<file path="config.mk">
export PLATFORM = sky130hd
export DESIGN_NAME = ulam_prime_spiral_walker_top
export DESIGN_NICKNAME = d
export VERILOG_FILES = /design/src/design/ups_pkg.sv /design/src/design/ups_bitmap_ram.sv /design/src/design/ups_ctrl.sv /design/src/design/ups_datapath.sv /design/src/design/ulam_prime_spiral_walker_top.sv
export SDC_FILE = /design/constraint.sdc
export NUM_CORES = 2
export LEC_CHECK = 0
export BUFFER_PORTS_ARGS = -buffer_cell sky130_fd_sc_hd__buf_2
export CAP_MARGIN = 10
export CORE_ASPECT_RATIO = 0.9
export CORE_MARGIN = 5
export CORE_UTILIZATION = 40
export CTS_CLUSTER_DIAMETER = 120
export CTS_CLUSTER_SIZE = 8
export DETAILED_ROUTE_END_ITERATION = 10
export HOLD_SLACK_MARGIN = 0.08
export SLEW_MARGIN = 20
export SYNTH_ARGS = -nofsm -noshare
export SYNTH_HDL_FRONTEND = slang
export SYNTH_HIERARCHICAL = 1
export SYNTH_SLANG_ARGS = --single-unit
</file>
<file path="constraint.sdc">
create_clock -name clk -period 87.2 [get_ports clk]
set_input_delay 17.44 -clock clk [delete_from_list [all_inputs] [get_ports clk]]
set_output_delay 17.44 -clock clk [all_outputs]
set_load 0.01 [all_outputs]
</file>
<file path="src/design/ups_pkg.sv">
// Shared constants, register codes and controller/datapath interface types
// for the Ulam prime spiral walker. No dependencies.
package ups_pkg;

    localparam int SIEVE_SIZE = 2048;
    localparam int ADDR_W     = $clog2(SIEVE_SIZE);
    localparam int SQ_W       = ADDR_W + 1;

    localparam int SIDE_W  = 6;
    localparam int START_W = 8;
    localparam int COORD_W = 10;
    localparam int INDEX_W = 11;
    localparam int CFG_IDX_W = 2;

    // Largest side length whose L*(L-1) cells fit in the bitmap.
    function automatic int max_side();
        int s;
        s = (1 << SIDE_W) - 1;
        while (s > 2 && s * (s - 1) > SIEVE_SIZE)
            s = s - 1;
        return s;
    endfunction

    localparam logic [SIDE_W-1:0] SIDE_MAX = SIDE_W'(max_side());
    localparam logic [SIDE_W-1:0] SIDE_MIN = SIDE_W'(2);

    localparam logic [SIDE_W-1:0]  RST_SIDE    = SIDE_W'(40);
    localparam logic [START_W-1:0] RST_START_X = START_W'(20);
    localparam logic [START_W-1:0] RST_START_Y = START_W'(12);

    localparam logic [CFG_IDX_W-1:0] REG_SIDE    = 2'd0;
    localparam logic [CFG_IDX_W-1:0] REG_START_X = 2'd1;
    localparam logic [CFG_IDX_W-1:0] REG_START_Y = 2'd2;

    // Commands from the controller to the datapath.
    typedef struct packed {
        logic start_build;
        logic fill_step;
        logic probe;
        logic cross_start;
        logic cross_step;
        logic next_n;
        logic emit;
    } ups_cmd_t;

    // Status from the datapath to the controller.
    typedef struct packed {
        logic fill_done;
        logic prime_bit;
        logic cross_done;
        logic sieve_last;
        logic out_valid;
    } ups_status_t;

endpackage

</file>
<file path="src/design/ups_bitmap_ram.sv">
// Single-bit primality bitmap: one write port, one read port with registered data.
// Depends on ups_pkg for depth and address width.
module ups_bitmap_ram (
    input  logic                      clk,
    input  logic                      we,
    input  logic [ups_pkg::ADDR_W-1:0] waddr,
    input  logic                      wdata,
    input  logic                      re,
    input  logic [ups_pkg::ADDR_W-1:0] raddr,
    output logic                      rdata
);

    logic mem [ups_pkg::SIEVE_SIZE];

    always_ff @(posedge clk)
    begin
        if (we)
        begin
            mem[waddr] <= wdata;
        end
    end

    always_ff @(posedge clk)
    begin
        if (re)
        begin
            rdata <= mem[raddr];
        end
    end

endmodule

</file>
<file path="src/design/ups_ctrl.sv">
// Controller state machine: sequences sieve building and spiral steps.
// Depends on ups_pkg for the command and status types.
module ups_ctrl (
    input  logic                 clk,
    input  logic                 rst_n,
    input  logic                 s_tvalid,
    input  logic                 restart,
    input  logic                 m_tready,
    output logic                 s_tready,
    input  ups_pkg::ups_status_t status,
    output ups_pkg::ups_cmd_t    cmd
);

    typedef enum logic [2:0] {
        ST_WALK,
        ST_FILL,
        ST_PROBE,
        ST_CHECK,
        ST_CROSS,
        ST_EMIT
    } state_t;

    state_t state_reg, state_next;
    logic   ready_reg, ready_next;
    logic   accept;

    assign s_tready = (state_reg == ST_WALK) && (!status.out_valid || m_tready);
    assign accept   = s_tvalid && s_tready;

    always_comb
    begin
        cmd        = '0;
        state_next = state_reg;
        ready_next = ready_reg;
        case (state_reg)
            ST_WALK:
            begin
                if (accept)
                begin
                    if (restart || !ready_reg)
                    begin
                        cmd.start_build = 1'b1;
                        state_next      = ST_FILL;
                    end
                    else
                    begin
                        cmd.emit = 1'b1;
                    end
                end
            end
            ST_FILL:
            begin
                cmd.fill_step = 1'b1;
                if (status.fill_done)
                begin
                    state_next = ST_PROBE;
                end
            end
            ST_PROBE:
            begin
                cmd.probe  = 1'b1;
                state_next = ST_CHECK;
            end
            ST_CHECK:
            begin
                if (status.prime_bit)
                begin
                    cmd.cross_start = 1'b1;
                    state_next      = ST_CROSS;
                end
                else
                begin
                    cmd.next_n = 1'b1;
                    state_next = status.sieve_last ? ST_EMIT : ST_PROBE;
                end
            end
            ST_CROSS:
            begin
                cmd.cross_step = 1'b1;
                if (status.cross_done)
                begin
                    cmd.next_n = 1'b1;
                    state_next = status.sieve_last ? ST_EMIT : ST_PROBE;
                end
            end
            ST_EMIT:
            begin
                cmd.emit   = 1'b1;
                ready_next = 1'b1;
                state_next = ST_WALK;
            end
            default:
            begin
                state_next = ST_WALK;
            end
        endcase
    end

    always_ff @(posedge clk or negedge rst_n)
    begin
        if (!rst_n)
        begin
            state_reg <= ST_WALK;
            ready_reg <= 1'b0;
        end
        else
        begin
            state_reg <= state_next;
            ready_reg <= ready_next;
        end
    end

endmodule

</file>
<file path="src/design/ups_datapath.sv">
// Datapath: sieve counters, bitmap, spiral walk registers and output register.
// Depends on ups_pkg and ups_bitmap_ram.
module ups_datapath (
    input  logic                               clk,
    input  logic                               rst_n,
    input  ups_pkg::ups_cmd_t                  cmd,
    output ups_pkg::ups_status_t               status,
    input  logic                               m_tready,
    input  logic [ups_pkg::SIDE_W-1:0]         side_length,
    input  logic [ups_pkg::START_W-1:0]        start_x,
    input  logic [ups_pkg::START_W-1:0]        start_y,
    output logic signed [ups_pkg::COORD_W-1:0] cell_x,
    output logic signed [ups_pkg::COORD_W-1:0] cell_y,
    output logic [ups_pkg::INDEX_W-1:0]        cell_index,
    output logic                               is_prime,
    output logic                               last_cell
);

    typedef enum logic [1:0] {
        HEAD_PX,
        HEAD_PY,
        HEAD_NX,
        HEAD_NY
    } heading_t;

    // Sieve counters.
    logic [ups_pkg::ADDR_W-1:0] fill_addr_reg, fill_addr_next;
    logic [ups_pkg::ADDR_W-1:0] n_reg, n_next;
    logic [ups_pkg::SQ_W-1:0]   nsq_reg, nsq_next;
    logic [ups_pkg::SQ_W-1:0]   k_reg, k_next;
    logic [ups_pkg::SQ_W-1:0]   nsq_inc;
    logic [ups_pkg::SQ_W-1:0]   k_sum;

    // Walk state.
    logic [ups_pkg::INDEX_W-1:0] index_reg, index_next;
    logic [ups_pkg::COORD_W-1:0] x_reg, x_next;
    logic [ups_pkg::COORD_W-1:0] y_reg, y_next;
    heading_t                    head_reg, head_next;
    logic [ups_pkg::SIDE_W-1:0]  run_reg, run_next;
    logic                        leg_reg, leg_next;
    logic [ups_pkg::SIDE_W-1:0]  step_reg, step_next;

    // Output register; the prime bit lives in the bitmap read register.
    logic [ups_pkg::COORD_W-1:0] out_x_reg, out_y_reg;
    logic [ups_pkg::INDEX_W-1:0] out_index_reg;
    logic                        out_last_reg;
    logic                        out_valid_reg, out_valid_next;

    logic [ups_pkg::SIDE_W-1:0] side_eff;
    logic [ups_pkg::SIDE_W-1:0] side_m1;
    logic [ups_pkg::SIDE_W:0]   step_inc;
    logic                       walk_last;

    logic                       ram_we;
    logic [ups_pkg::ADDR_W-1:0] ram_waddr;
    logic                       ram_wdata;
    logic                       ram_re;
    logic [ups_pkg::ADDR_W-1:0] ram_raddr;
    logic                       ram_rdata;

    // Effective side length after clamping to what the bitmap can hold.
    always_comb
    begin
        if (side_length < ups_pkg::SIDE_MIN)
        begin
            side_eff = ups_pkg::SIDE_MIN;
        end
        else if (side_length > ups_pkg::SIDE_MAX)
        begin
            side_eff = ups_pkg::SIDE_MAX;
        end
        else
        begin
            side_eff = side_length;
        end
    end

    assign side_m1   = side_eff - ups_pkg::SIDE_W'(1);
    assign step_inc  = {1'b0, step_reg} + (ups_pkg::SIDE_W + 1)'(1);
    assign walk_last = leg_reg && (step_inc >= {1'b0, run_reg}) && (run_reg >= side_m1);

    // (n+1)^2 = n^2 + 2n + 1, kept incrementally.
    assign nsq_inc = nsq_reg + {n_reg, 1'b1};
    assign k_sum   = k_reg + ups_pkg::SQ_W'(n_reg);

    assign status.fill_done  = (fill_addr_reg == ups_pkg::ADDR_W'(ups_pkg::SIEVE_SIZE - 1));
    assign status.prime_bit  = ram_rdata;
    assign status.cross_done = (k_sum >= ups_pkg::SQ_W'(ups_pkg::SIEVE_SIZE));
    assign status.sieve_last = (nsq_inc >= ups_pkg::SQ_W'(ups_pkg::SIEVE_SIZE));
    assign status.out_valid  = out_valid_reg;

    // Bitmap port selection.
    always_comb
    begin
        ram_we    = cmd.fill_step || cmd.cross_step;
        ram_waddr = cmd.fill_step ? fill_addr_reg : k_reg[ups_pkg::ADDR_W-1:0];
        ram_wdata = cmd.fill_step && (fill_addr_reg >= ups_pkg::ADDR_W'(2));
        ram_re    = cmd.probe || cmd.emit;
        ram_raddr = cmd.probe ? n_reg : ups_pkg::ADDR_W'(index_reg);
    end

    ups_bitmap_ram u_ram (
        .clk   (clk),
        .we    (ram_we),
        .waddr (ram_waddr),
        .wdata (ram_wdata),
        .re    (ram_re),
        .raddr (ram_raddr),
        .rdata (ram_rdata)
    );

    // Sieve counter updates.
    always_comb
    begin
        fill_addr_next = fill_addr_reg;
        n_next         = n_reg;
        nsq_next       = nsq_reg;
        k_next         = k_reg;
        if (cmd.start_build)
        begin
            fill_addr_next = '0;
            n_next         = ups_pkg::ADDR_W'(2);
            nsq_next       = ups_pkg::SQ_W'(4);
        end
        if (cmd.fill_step)
        begin
            fill_addr_next = fill_addr_reg + ups_pkg::ADDR_W'(1);
        end
        if (cmd.cross_start)
        begin
            k_next = nsq_reg;
        end
        if (cmd.cross_step)
        begin
            k_next = k_sum;
        end
        if (cmd.next_n)
        begin
            n_next   = n_reg + ups_pkg::ADDR_W'(1);
            nsq_next = nsq_inc;
        end
    end

    // Walk updates: rewind on build start or after the last cell, else step.
    always_comb
    begin
        index_next = index_reg;
        x_next     = x_reg;
        y_next     = y_reg;
        head_next  = head_reg;
        run_next   = run_reg;
        leg_next   = leg_reg;
        step_next  = step_reg;
        if (cmd.start_build || (cmd.emit && walk_last))
        begin
            index_next = '0;
            x_next     = ups_pkg::COORD_W'(start_x);
            y_next     = ups_pkg::COORD_W'(start_y);
            head_next  = HEAD_PX;
            run_next   = ups_pkg::SIDE_W'(1);
            leg_next   = 1'b0;
            step_next  = '0;
        end
        else if (cmd.emit)
        begin
            case (head_reg)
                HEAD_PX: x_next = x_reg + ups_pkg::COORD_W'(1);
                HEAD_PY: y_next = y_reg + ups_pkg::COORD_W'(1);
                HEAD_NX: x_next = x_reg - ups_pkg::COORD_W'(1);
                HEAD_NY: y_next = y_reg - ups_pkg::COORD_W'(1);
                default: x_next = x_reg;
            endcase
            index_next = index_reg + ups_pkg::INDEX_W'(1);
            if (step_inc >= {1'b0, run_reg})
            begin
                step_next = '0;
                head_next = heading_t'(head_reg + 2'd1);
                leg_next  = !leg_reg;
                if (leg_reg)
                begin
                    run_next = run_reg + ups_pkg::SIDE_W'(1);
                end
            end
            else
            begin
                step_next = step_inc[ups_pkg::SIDE_W-1:0];
            end
        end
    end

    always_comb
    begin
        if (cmd.emit)
        begin
            out_valid_next = 1'b1;
        end
        else if (m_tready)
        begin
            out_valid_next = 1'b0;
        end
        else
        begin
            out_valid_next = out_valid_reg;
        end
    end

    always_ff @(posedge clk or negedge rst_n)
    begin
        if (!rst_n)
        begin
            out_valid_reg <= 1'b0;
            index_reg     <= '0;
            x_reg         <= ups_pkg::COORD_W'(ups_pkg::RST_START_X);
            y_reg         <= ups_pkg::COORD_W'(ups_pkg::RST_START_Y);
            head_reg      <= HEAD_PX;
            run_reg       <= ups_pkg::SIDE_W'(1);
            leg_reg       <= 1'b0;
            step_reg      <= '0;
            fill_addr_reg <= '0;
            n_reg         <= ups_pkg::ADDR_W'(2);
            nsq_reg       <= ups_pkg::SQ_W'(4);
            k_reg         <= '0;
        end
        else
        begin
            out_valid_reg <= out_valid_next;
            index_reg     <= index_next;
            x_reg         <= x_next;
            y_reg         <= y_next;
            head_reg      <= head_next;
            run_reg       <= run_next;
            leg_reg       <= leg_next;
            step_reg      <= step_next;
            fill_addr_reg <= fill_addr_next;
            n_reg         <= n_next;
            nsq_reg       <= nsq_next;
            k_reg         <= k_next;
        end
    end

    always_ff @(posedge clk)
    begin
        if (cmd.emit)
        begin
            out_x_reg     <= x_reg;
            out_y_reg     <= y_reg;
            out_index_reg <= index_reg;
            out_last_reg  <= walk_last;
        end
    end

    assign cell_x     = out_x_reg;
    assign cell_y     = out_y_reg;
    assign cell_index = out_index_reg;
    assign is_prime   = ram_rdata;
    assign last_cell  = out_last_reg;

endmodule

</file>
<file path="src/design/ulam_prime_spiral_walker_top.sv">
// Top level of the Ulam prime spiral walker: configuration registers and the
// controller/datapath pair. Depends on ups_pkg, ups_ctrl and ups_datapath.
//
// Usage:
//   Each transfer on the input stream (s_tvalid/s_tready/s_tdata) asks for one
//   spiral cell; s_tdata bit 0 is the restart flag. Each request yields exactly
//   one transfer on the output stream (m_tvalid/m_tready/m_tdata/m_tlast) that
//   carries the cell's coordinates, its index along the spiral, whether that
//   index is prime, and m_tlast on the final cell of the spiral.
//   On a normal step the result is registered at the edge that completes the
//   input transfer and is offered from the next cycle on, and a new request can
//   be taken every cycle while the output side takes results. A request with
//   restart set, and the first request after reset, rebuild the prime bitmap
//   first. The build is bounded by the bitmap's single write port: it presets
//   every entry of the 2048-entry bitmap, probes each candidate factor up to the
//   square root of the size, and crosses out the multiples of each prime found.
//   The walk is rewound to the configured start point and cell zero follows the
//   build. Reset clears the walk and marks the bitmap as unbuilt; the
//   configuration registers return to side length 40 and start point (20, 12).
//   While the receiver stalls, the result is held and s_tready stays low, so no
//   request is lost. Configuration is written over the APB port at byte
//   addresses 0 (side_length), 4 (start_x) and 8 (start_y); the user must write
//   it only while idle, as the block does not enforce this.
module ulam_prime_spiral_walker_top (
    input  logic        clk,
    input  logic        rst_n,
    // Input stream.
    input  logic        s_tvalid,
    output logic        s_tready,
    input  logic [7:0]  s_tdata,   // [0] restart, [7:1] zero
    // Output stream.
    output logic        m_tvalid,
    input  logic        m_tready,
    output logic [31:0] m_tdata,   // [9:0] cell_x, [19:10] cell_y, [30:20] cell_index,
                                   // [31] is_prime
    output logic        m_tlast,   // last_cell
    // Configuration port.
    input  logic        psel,
    input  logic        penable,
    input  logic        pwrite,
    input  logic [3:0]  paddr,
    input  logic [31:0] pwdata,
    output logic [31:0] prdata,
    output logic        pready
);

    logic [ups_pkg::SIDE_W-1:0]  side_reg;
    logic [ups_pkg::START_W-1:0] start_x_reg;
    logic [ups_pkg::START_W-1:0] start_y_reg;
    logic [ups_pkg::CFG_IDX_W-1:0] reg_index;
    logic                        cfg_write;

    ups_pkg::ups_cmd_t    cmd;
    ups_pkg::ups_status_t status;

    logic signed [ups_pkg::COORD_W-1:0] cell_x;
    logic signed [ups_pkg::COORD_W-1:0] cell_y;
    logic [ups_pkg::INDEX_W-1:0]        cell_index;
    logic                               is_prime;
    logic                               last_cell;

    assign pready    = 1'b1;
    assign reg_index = paddr[3:2];
    assign cfg_write = psel && penable && pwrite && pready;

    // Register writes land on the access cycle.
    always_ff @(posedge clk or negedge rst_n)
    begin
        if (!rst_n)
        begin
            side_reg    <= ups_pkg::RST_SIDE;
            start_x_reg <= ups_pkg::RST_START_X;
            start_y_reg <= ups_pkg::RST_START_Y;
        end
        else if (cfg_write)
        begin
            case (reg_index)
                ups_pkg::REG_SIDE:    side_reg    <= pwdata[ups_pkg::SIDE_W-1:0];
                ups_pkg::REG_START_X: start_x_reg <= pwdata[ups_pkg::START_W-1:0];
                ups_pkg::REG_START_Y: start_y_reg <= pwdata[ups_pkg::START_W-1:0];
                default:              side_reg    <= side_reg;
            endcase
        end
    end

    always_comb
    begin
        case (reg_index)
            ups_pkg::REG_SIDE:    prdata = 32'(side_reg);
            ups_pkg::REG_START_X: prdata = 32'(start_x_reg);
            ups_pkg::REG_START_Y: prdata = 32'(start_y_reg);
            default:              prdata = '0;
        endcase
    end

    ups_ctrl u_ctrl (
        .clk      (clk),
        .rst_n    (rst_n),
        .s_tvalid (s_tvalid),
        .restart  (s_tdata[0]),
        .m_tready (m_tready),
        .s_tready (s_tready),
        .status   (status),
        .cmd      (cmd)
    );

    ups_datapath u_datapath (
        .clk         (clk),
        .rst_n       (rst_n),
        .cmd         (cmd),
        .status      (status),
        .m_tready    (m_tready),
        .side_length (side_reg),
        .start_x     (start_x_reg),
        .start_y     (start_y_reg),
        .cell_x      (cell_x),
        .cell_y      (cell_y),
        .cell_index  (cell_index),
        .is_prime    (is_prime),
        .last_cell   (last_cell)
    );

    // Fields packed from the lowest bit up.
    assign m_tvalid = status.out_valid;
    assign m_tdata  = {is_prime, cell_index, cell_y, cell_x};
    assign m_tlast  = last_cell;

endmodule

</file>
Yosys cells after proc, flatten, opt, wreduce, memory -nomap -nowiden
Memory sizes are Yosys's and may differ from the RTL's. A register that Yosys moved wholly into a read port is not among the register bits.
Cells that the tools add are included.
{ "totals": {"ff_bits": 151, "latch_bits": 0, "ram_bits": 2048, "mem_bits_ro": 0, "in_bits": 51, "out_inout_bits": 68, "wordCells": 152, "n_memories": 1} }
{ "mem_list": {"columns": ["memory", "depth", "word_bits", "read_ports", "rd_clocked_by_memory_dff", "write_ports", "line_no", "source"], "rows": [
  ["u_datapath.u_ram.mem", 2048, 1, 1, 1, 1, "ups_bitmap_ram.sv:13", "logic mem [ups_pkg::SIEVE_SIZE];"]
]} }
{ "op_classes": {"n_addsub": 13, "n_mul": 0, "div_mod_pow": 0, "magnitude_cmp": 7, "n_eq_ne": 15, "n_shift": 0, "mux": 59, "bitwise_logic": 0, "n_reduce_logical": 36} }
{ "ops": {"columns": ["op", "count"], "rows": [
  ["2-to-1 mux 11 bit", 8],
  ["2-to-1 mux 6 bit", 9],
  ["2-to-1 mux 12 bit", 4],
  ["2-to-1 mux 10 bit", 4],
  ["case mux 10 bit (2 select lines)", 2],
  ["adder 11 x 1 -> 11 bit (second input constant)", 3],
  ["greater-or-equal comparator 12 bit (second input constant)", 2],
  ["case mux 8 bit (3 select lines)", 1],
  ["adder 10 x 1 -> 10 bit (second input constant)", 2],
  ["subtractor 10 x 1 -> 10 bit (second input constant)", 2],
  ["2-to-1 mux 1 bit", 19],
  ["2-to-1 mux 3 bit", 6],
  ["case mux 3 bit (5 select lines)", 1],
  ["nonzero test 2 bit", 7],
  ["adder 12 x 11 -> 12 bit", 1],
  ["adder 12 bit", 1],
  ["AND reduction 2 bit", 6],
  ["equality test 11 bit (second input constant)", 1],
  ["greater-or-equal comparator 11 x 2 -> 1 bit (second input constant)", 1],
  ["logical AND 1 bit", 8],
  ["adder 6 x 1 -> 7 bit (second input constant)", 1],
  ["greater-or-equal comparator 7 x 6 -> 1 bit", 1],
  ["adder 6 x 1 -> 6 bit (second input constant)", 1],
  ["equality test 2 bit (second input constant)", 3],
  ["20 further kinds", 36]
]} }

Depth between registers and ports, before layout
{ "logic_depth": {"word_depth": 10, "depth_mapped": 19, "mapped_depth_nobuf": 15} }

Hierarchy
Netlist, hierarchy kept.
{ "by_module_without_submodules": {"columns": ["mod", "n_inst", "cells_per_inst", "area_per_inst_um2", "seq_area_each_um2"], "rows": [
  ["ups_bitmap_ram", 1, 6243, 89355.7, 61529.0],
  ["ups_datapath", 1, 791, 7903.8, 3296.9],
  ["ulam_prime_spiral_walker_top", 1, 102, 1253.7, 558.0],
  ["ups_ctrl", 1, 40, 364.1, 100.1]
]} }

Worst setup path before layout
Ideal clock, no wire load.
{ "synth_timing": {"kind": "register -> register", "start": "register u_datapath/fill_addr_reg[2] in the netlist's numbering", "end": "memory u_datapath.u_ram.mem[0] (data pin)", "setup_time_ns": 12.399, "t_arrival_ns": 61.352, "required_ns": 74.801, "setup_slack_ns": 13.450, "path_stages_with_launch": 4, "period_less_slack_ns": 73.750, "path_cell_list": "dfrtp_1 clkbuf_1 nor4_1 a31oi_1"} }
{ "synth_via": {"elab_chain_cells": 2} }
{ "synth_rtl": {"columns": ["item", "line_no", "source"], "rows": [
  ["start, declared", "ups_datapath.sv:27", "logic [ups_pkg::ADDR_W-1:0] fill_addr_reg, fill_addr_next;"],
  ["start signal, assigned", "ups_datapath.sv:234", "fill_addr_reg <= fill_addr_next;"],
  ["greater-or-equal comparator 11 x 2 -> 1 bit", "ups_datapath.sv:97", "ram_wdata = cmd.fill_step && (fill_addr_reg >= ups_pkg::ADDR_W'(2));"],
  ["logical AND 1 bit", "ups_datapath.sv:97", null],
  ["via u_datapath.ram_wdata", "ups_datapath.sv:56", "logic ram_wdata;"],
  ["end, declared", "ups_bitmap_ram.sv:13", null]
]} }
The timed path passes the listed nets, and every way through them passes these cells.

Final worst setup path
{ "layout_timing": {"start": "input port paddr[2]", "end": "output port prdata[3]"} }
{ "layout_via": {"elab_chain_cells": 2, "elab_cells_between_ends": 4} }
{ "layout_rtl": {"columns": ["item", "line_no", "source"], "rows": [
  ["start, declared", "ulam_prime_spiral_walker_top.sv:41", "input logic [3:0] paddr,"],
  ["equality test 2 bit, or another cell as far along", "ulam_prime_spiral_walker_top.sv:88", "case (reg_index)"],
  ["case mux 8 bit (3 select lines) (*)", "ulam_prime_spiral_walker_top.sv:88", null],
  ["end, declared", "ulam_prime_spiral_walker_top.sv:43", "output logic [31:0] prdata,"]
]} }
Mark *: on every way between the ends. The rest lies on a longest branch, timed or not.

==> summary.log <==
[sta] setup repair after global routing missed its margin false
[clock_tree] PostCTS Resize Cnt 0
[cells_and_area] nets 7,150
[synth] count of synthesis-stage warnings from yosys 6
[clock_tree] number of hold buffers added after cts 0
[clock_tree] clock-pin slew reported for the worst setup and hold paths after clock tree synthesis 0.05 ns
[drt] vias per inst 5.99
[place] Placement Setup Slack 51.26 ns
[clock_tree] clock tree sinks 2,200
[place] total cell area at the placement stage 0.101 mm2
[cells_and_area] flip-flop count of the largest register after layout 2,048
[sta] slew at the pin closest to its max-slew limit 1.22 ns
[drt] total number of vias 62,000
[grt] total track usage 21.7%
[place] count of port buffers added during placement 60
[setup_path] kind of critical path input port to output pin
[sta] setup TNS 0 ns
[cells_and_area] P&R area growth vs syn 11.2%
[outcome] result of the run finished, final reports clean
[synth] xor-xnor portion of the synthesized cell area 0.443%
[clock_tree] TritonCTS clock tree built
[sta] setup slack after layout 51.24 ns
[synth] mux contribution to synthesized area 12.9%
[power_and_ir_drop] static leakage power 0.0278 uW
[drt] ANT nets after route 0
[grt] pin count of the biggest net entering global routing 154
[cells_and_area] design area 0.110 mm2
[synth] fraction of registers with async set or reset after synthesis 5.41%
[drt] DRT Pass-1 Iters 5
[synth] share of synthesized cell area in and, or, nand and nor gates 11.3%
[place] GPL Wtd Cong 0.822
[floorplan] die area 0.257 mm2
[flow_run] number of max-cap violations 0
[floorplan] number of top-level pins 119
[sta] worst slew margin relative to its limit 18.1%
[power_and_ir_drop] Power Total 2260 uW
[floorplan] initial standard-cell utilization of the core 40.1%
[synth] area share of the largest cell type after synthesis 63.2%
[grt] via count of the first global-routing pass 60,500
[grt] number of antenna violations at the first check in global routing 12
[clock_tree] Max Root-Sink Buffers 4
[synth] mean instance size in the synthesized netlist 13.8 um2
[setup_path] kind of start point of the critical path input port
[synth] largest cells by area after synthesis sky130_fd_sc_hd__edfxtp_1 (63%), sky130_fd_sc_hd__nor2_1 (8.1%), sky130_fd_sc_hd__mux4_2 (7.9%)
[cells_and_area] filler cell count 21,900
[sta] number of hold-slack violations in the final timing report 0
[power_and_ir_drop] peak supply drop 0.0178 mV
[clock_tree] clock buffer count from CTS 317
[synth] post-synthesis cell type with the largest combined area sky130_fd_sc_hd__edfxtp_1
[synth] main combinational cell family by area after synthesis multiplexers
[synth] number of instances in the synthesized netlist 7,176
[power_and_ir_drop] power density over cell area 20.6 mW/mm2
[synth] synth cell count leaders sky130_fd_sc_hd__nor2_1 (2,145), sky130_fd_sc_hd__edfxtp_1 (2,081), sky130_fd_sc_hd__clkbuf_1 (406)
[clock_tree] Clock Tree Root sky130_fd_sc_hd__clkbuf_16
[clock_tree] setup bufs post-CTS 0
[clock_tree] clock network latency to the later pin of the worst-skew pair 0.86 ns
[clock_tree] CTS H-tree lvls 5
[synth] synthesis-stage register bit count 2,200
[synth] most common cell in the synthesized netlist sky130_fd_sc_hd__nor2_1
[floorplan] # rows 173
[sta] Final min period 35.96 ns
[synth] top_reg_cell synth sky130_fd_sc_hd__edfxtp_1
[setup_path] critical path peak fanout 11
[synth] proportion of synthesized chip area in sequential cells 66.2%
[synth] adder-cell share of the synthesized area 0.840%
[floorplan] die width 534 um
[grt] first-pass GRT wire length 414,000 um
[synth] distinct cell type count after synthesis 102
[place] DPL Wire Length 157,000 um
[floorplan] chip height 482 um
[sta] achievable clock frequency 0.0278 GHz
[synth] cell area after technology mapping 0.0989 mm2
[drt] post-detailed-route wirelength per cell 27.7 um
[drt] remaining design rule violation count 0
[sta] Slew Limit Fails 0
[setup_path] endpoint arrival time on the critical path 18.52 ns
[sta] post-route fraction of the period consumed by the critical path 41.2%
[setup_path] endpoint required time on the critical path 69.76 ns
[drt] Total Routed Length 286,000 um
[sta] Fin Clk Skew 0.0355 ns
[grt] final global-route overflow total 0
[hold_path] classification of the worst-slack hold path register to register
[floorplan] placeable core area 0.247 mm2
[setup_path] category of the worst setup path capture point output pin
[sta] final-report setup violation count 0
[synth] number of enable-type register cells in the synthesized netlist 2,081
[cells_and_area] layout cells sized above 1 14.9%
[drt] detailed router's first-iteration violation count 8,221
[synth] Compound-Gate Fraction of Synth Area 4.53%
[routing by layer]
layer  vias up  GRT usage (%)  wire length, um
li1      26100              -                -
met1     32200           30.8           116000
met2      3121           33.7           131000
met3       535           4.50            30300
met4         2           7.07             9370
met5         -              0               13
[cell families after synthesis]
logic type	after synthesis
mux	762
fa+ha+maj	64
other cells	2
simple gates	2740
xor+xnor	50
flops	2200
compound gates	637
buf+inv	721
[area by class of cell]
cell class	instances	area (um2)	area share [%]
Antenna cell	10	25.0	0.0228
Tap cell	3237	4050	3.68
Clock buffer	364	8240	7.49
Clock inverter	15	205	0.187
Inverter	46	180	0.164
Multi-Input combinational cell	4278	30400	27.6
Sequential cell	2200	65500	59.6
Timing Repair Buffer	192	1380	1.25
[worst max-delay path, cell delays in order]
cell	delay, ns
sky130_fd_sc_hd__buf_2	0.20
sky130_fd_sc_hd__nor2b_1	0.50
sky130_fd_sc_hd__nand2_1	0.13
sky130_fd_sc_hd__o21ai_0	0.10
sky130_fd_sc_hd__buf_2	0.16
[per-stage QoR]
stage / cells / hold slack (ns) / util (%)
CTS: 10300 / 0.482 / 44.5
global placement: 9951 / 0.470 / 41.1
global route: 10300 / 0.500 / 44.6
finish: 10300 / 0.486 / 44.6
detailed placement: 9952 / 0.470 / 41.1
floorplan: 7199 / 0.442 / -
[worst paths after layout]
kind	from	slack (ns)	end	cells past startpoint
worst max register to register	u_ctrl/state_reg[1]	78.85	u_datapath/u_ram/rdata	15
max in group asynchronous	rst_n	69.46	u_datapath/index_reg[4]	2
worst min-delay path	u_ctrl/ready_reg	0.49	u_ctrl/ready_reg	1
min in group asynchronous	rst_n	16.59	side_reg[2]	1
worst max-delay path	paddr[2]	51.24	prdata[3]	5
worst min register to register	u_ctrl/ready_reg	0.49	u_ctrl/ready_reg	1
[power by group]
part / total, uW / leakage [uW] / switching [uW] / internal [uW]
logic: 27.1 / 0.00772 / 18.9 / 8.25
registers: 1150 / 0.0160 / 4.33 / 1140
clock network: 1080 / 0.00412 / 429 / 656
total: 2260 / 0.0278 / 452 / 1810
[cell usage in the layout, fill, tap and decap left out, types with 11 or more instances in the layout]
master                      Yosys  layout
sky130_fd_sc_hd__mux2i_1      322     322
sky130_fd_sc_hd__a31oi_1       14      13
sky130_fd_sc_hd__inv_1         43      43
sky130_fd_sc_hd__edfxtp_1    2081    2081
sky130_fd_sc_hd__o211ai_1      11      11
sky130_fd_sc_hd__clkbuf_16      0     323
sky130_fd_sc_hd__nand2_2        0      24
sky130_fd_sc_hd__or3_1         12      12
sky130_fd_sc_hd__nor4_1        20      19
sky130_fd_sc_hd__o221ai_1     117     117
sky130_fd_sc_hd__o21ai_0      103     101
sky130_fd_sc_hd__ha_1          60      60
sky130_fd_sc_hd__buf_4         44     121
sky130_fd_sc_hd__xor2_1        25      25
sky130_fd_sc_hd__xnor2_1       25      25
sky130_fd_sc_hd__nand2b_1      18      17
sky130_fd_sc_hd__mux4_1        44      44
sky130_fd_sc_hd__and3_1        18      17
sky130_fd_sc_hd__a21oi_1      124     124
sky130_fd_sc_hd__a22oi_1       28      28
sky130_fd_sc_hd__conb_1         2      25
sky130_fd_sc_hd__dfstp_2       13      13
sky130_fd_sc_hd__nand4_1       24      24
sky130_fd_sc_hd__mux4_2       345     345
sky130_fd_sc_hd__clkbuf_1     406      41
sky130_fd_sc_hd__nand3_4        0      32
sky130_fd_sc_hd__dfrtp_1      106     106
sky130_fd_sc_hd__buf_2         42      59
sky130_fd_sc_hd__a211oi_1      15      15
sky130_fd_sc_hd__nand2_1      240     215
sky130_fd_sc_hd__a2111oi_0     18      16
sky130_fd_sc_hd__nor2b_1       29      26
sky130_fd_sc_hd__nor3_1        70      68
sky130_fd_sc_hd__nor2_1      2145    2137
sky130_fd_sc_hd__o22ai_1       76      76
sky130_fd_sc_hd__mux2_2        43      39
sky130_fd_sc_hd__nand3_1       98      66
sky130_fd_sc_hd__a21o_1        21      21
Note: power is estimated with default switching activity, not from simulation.
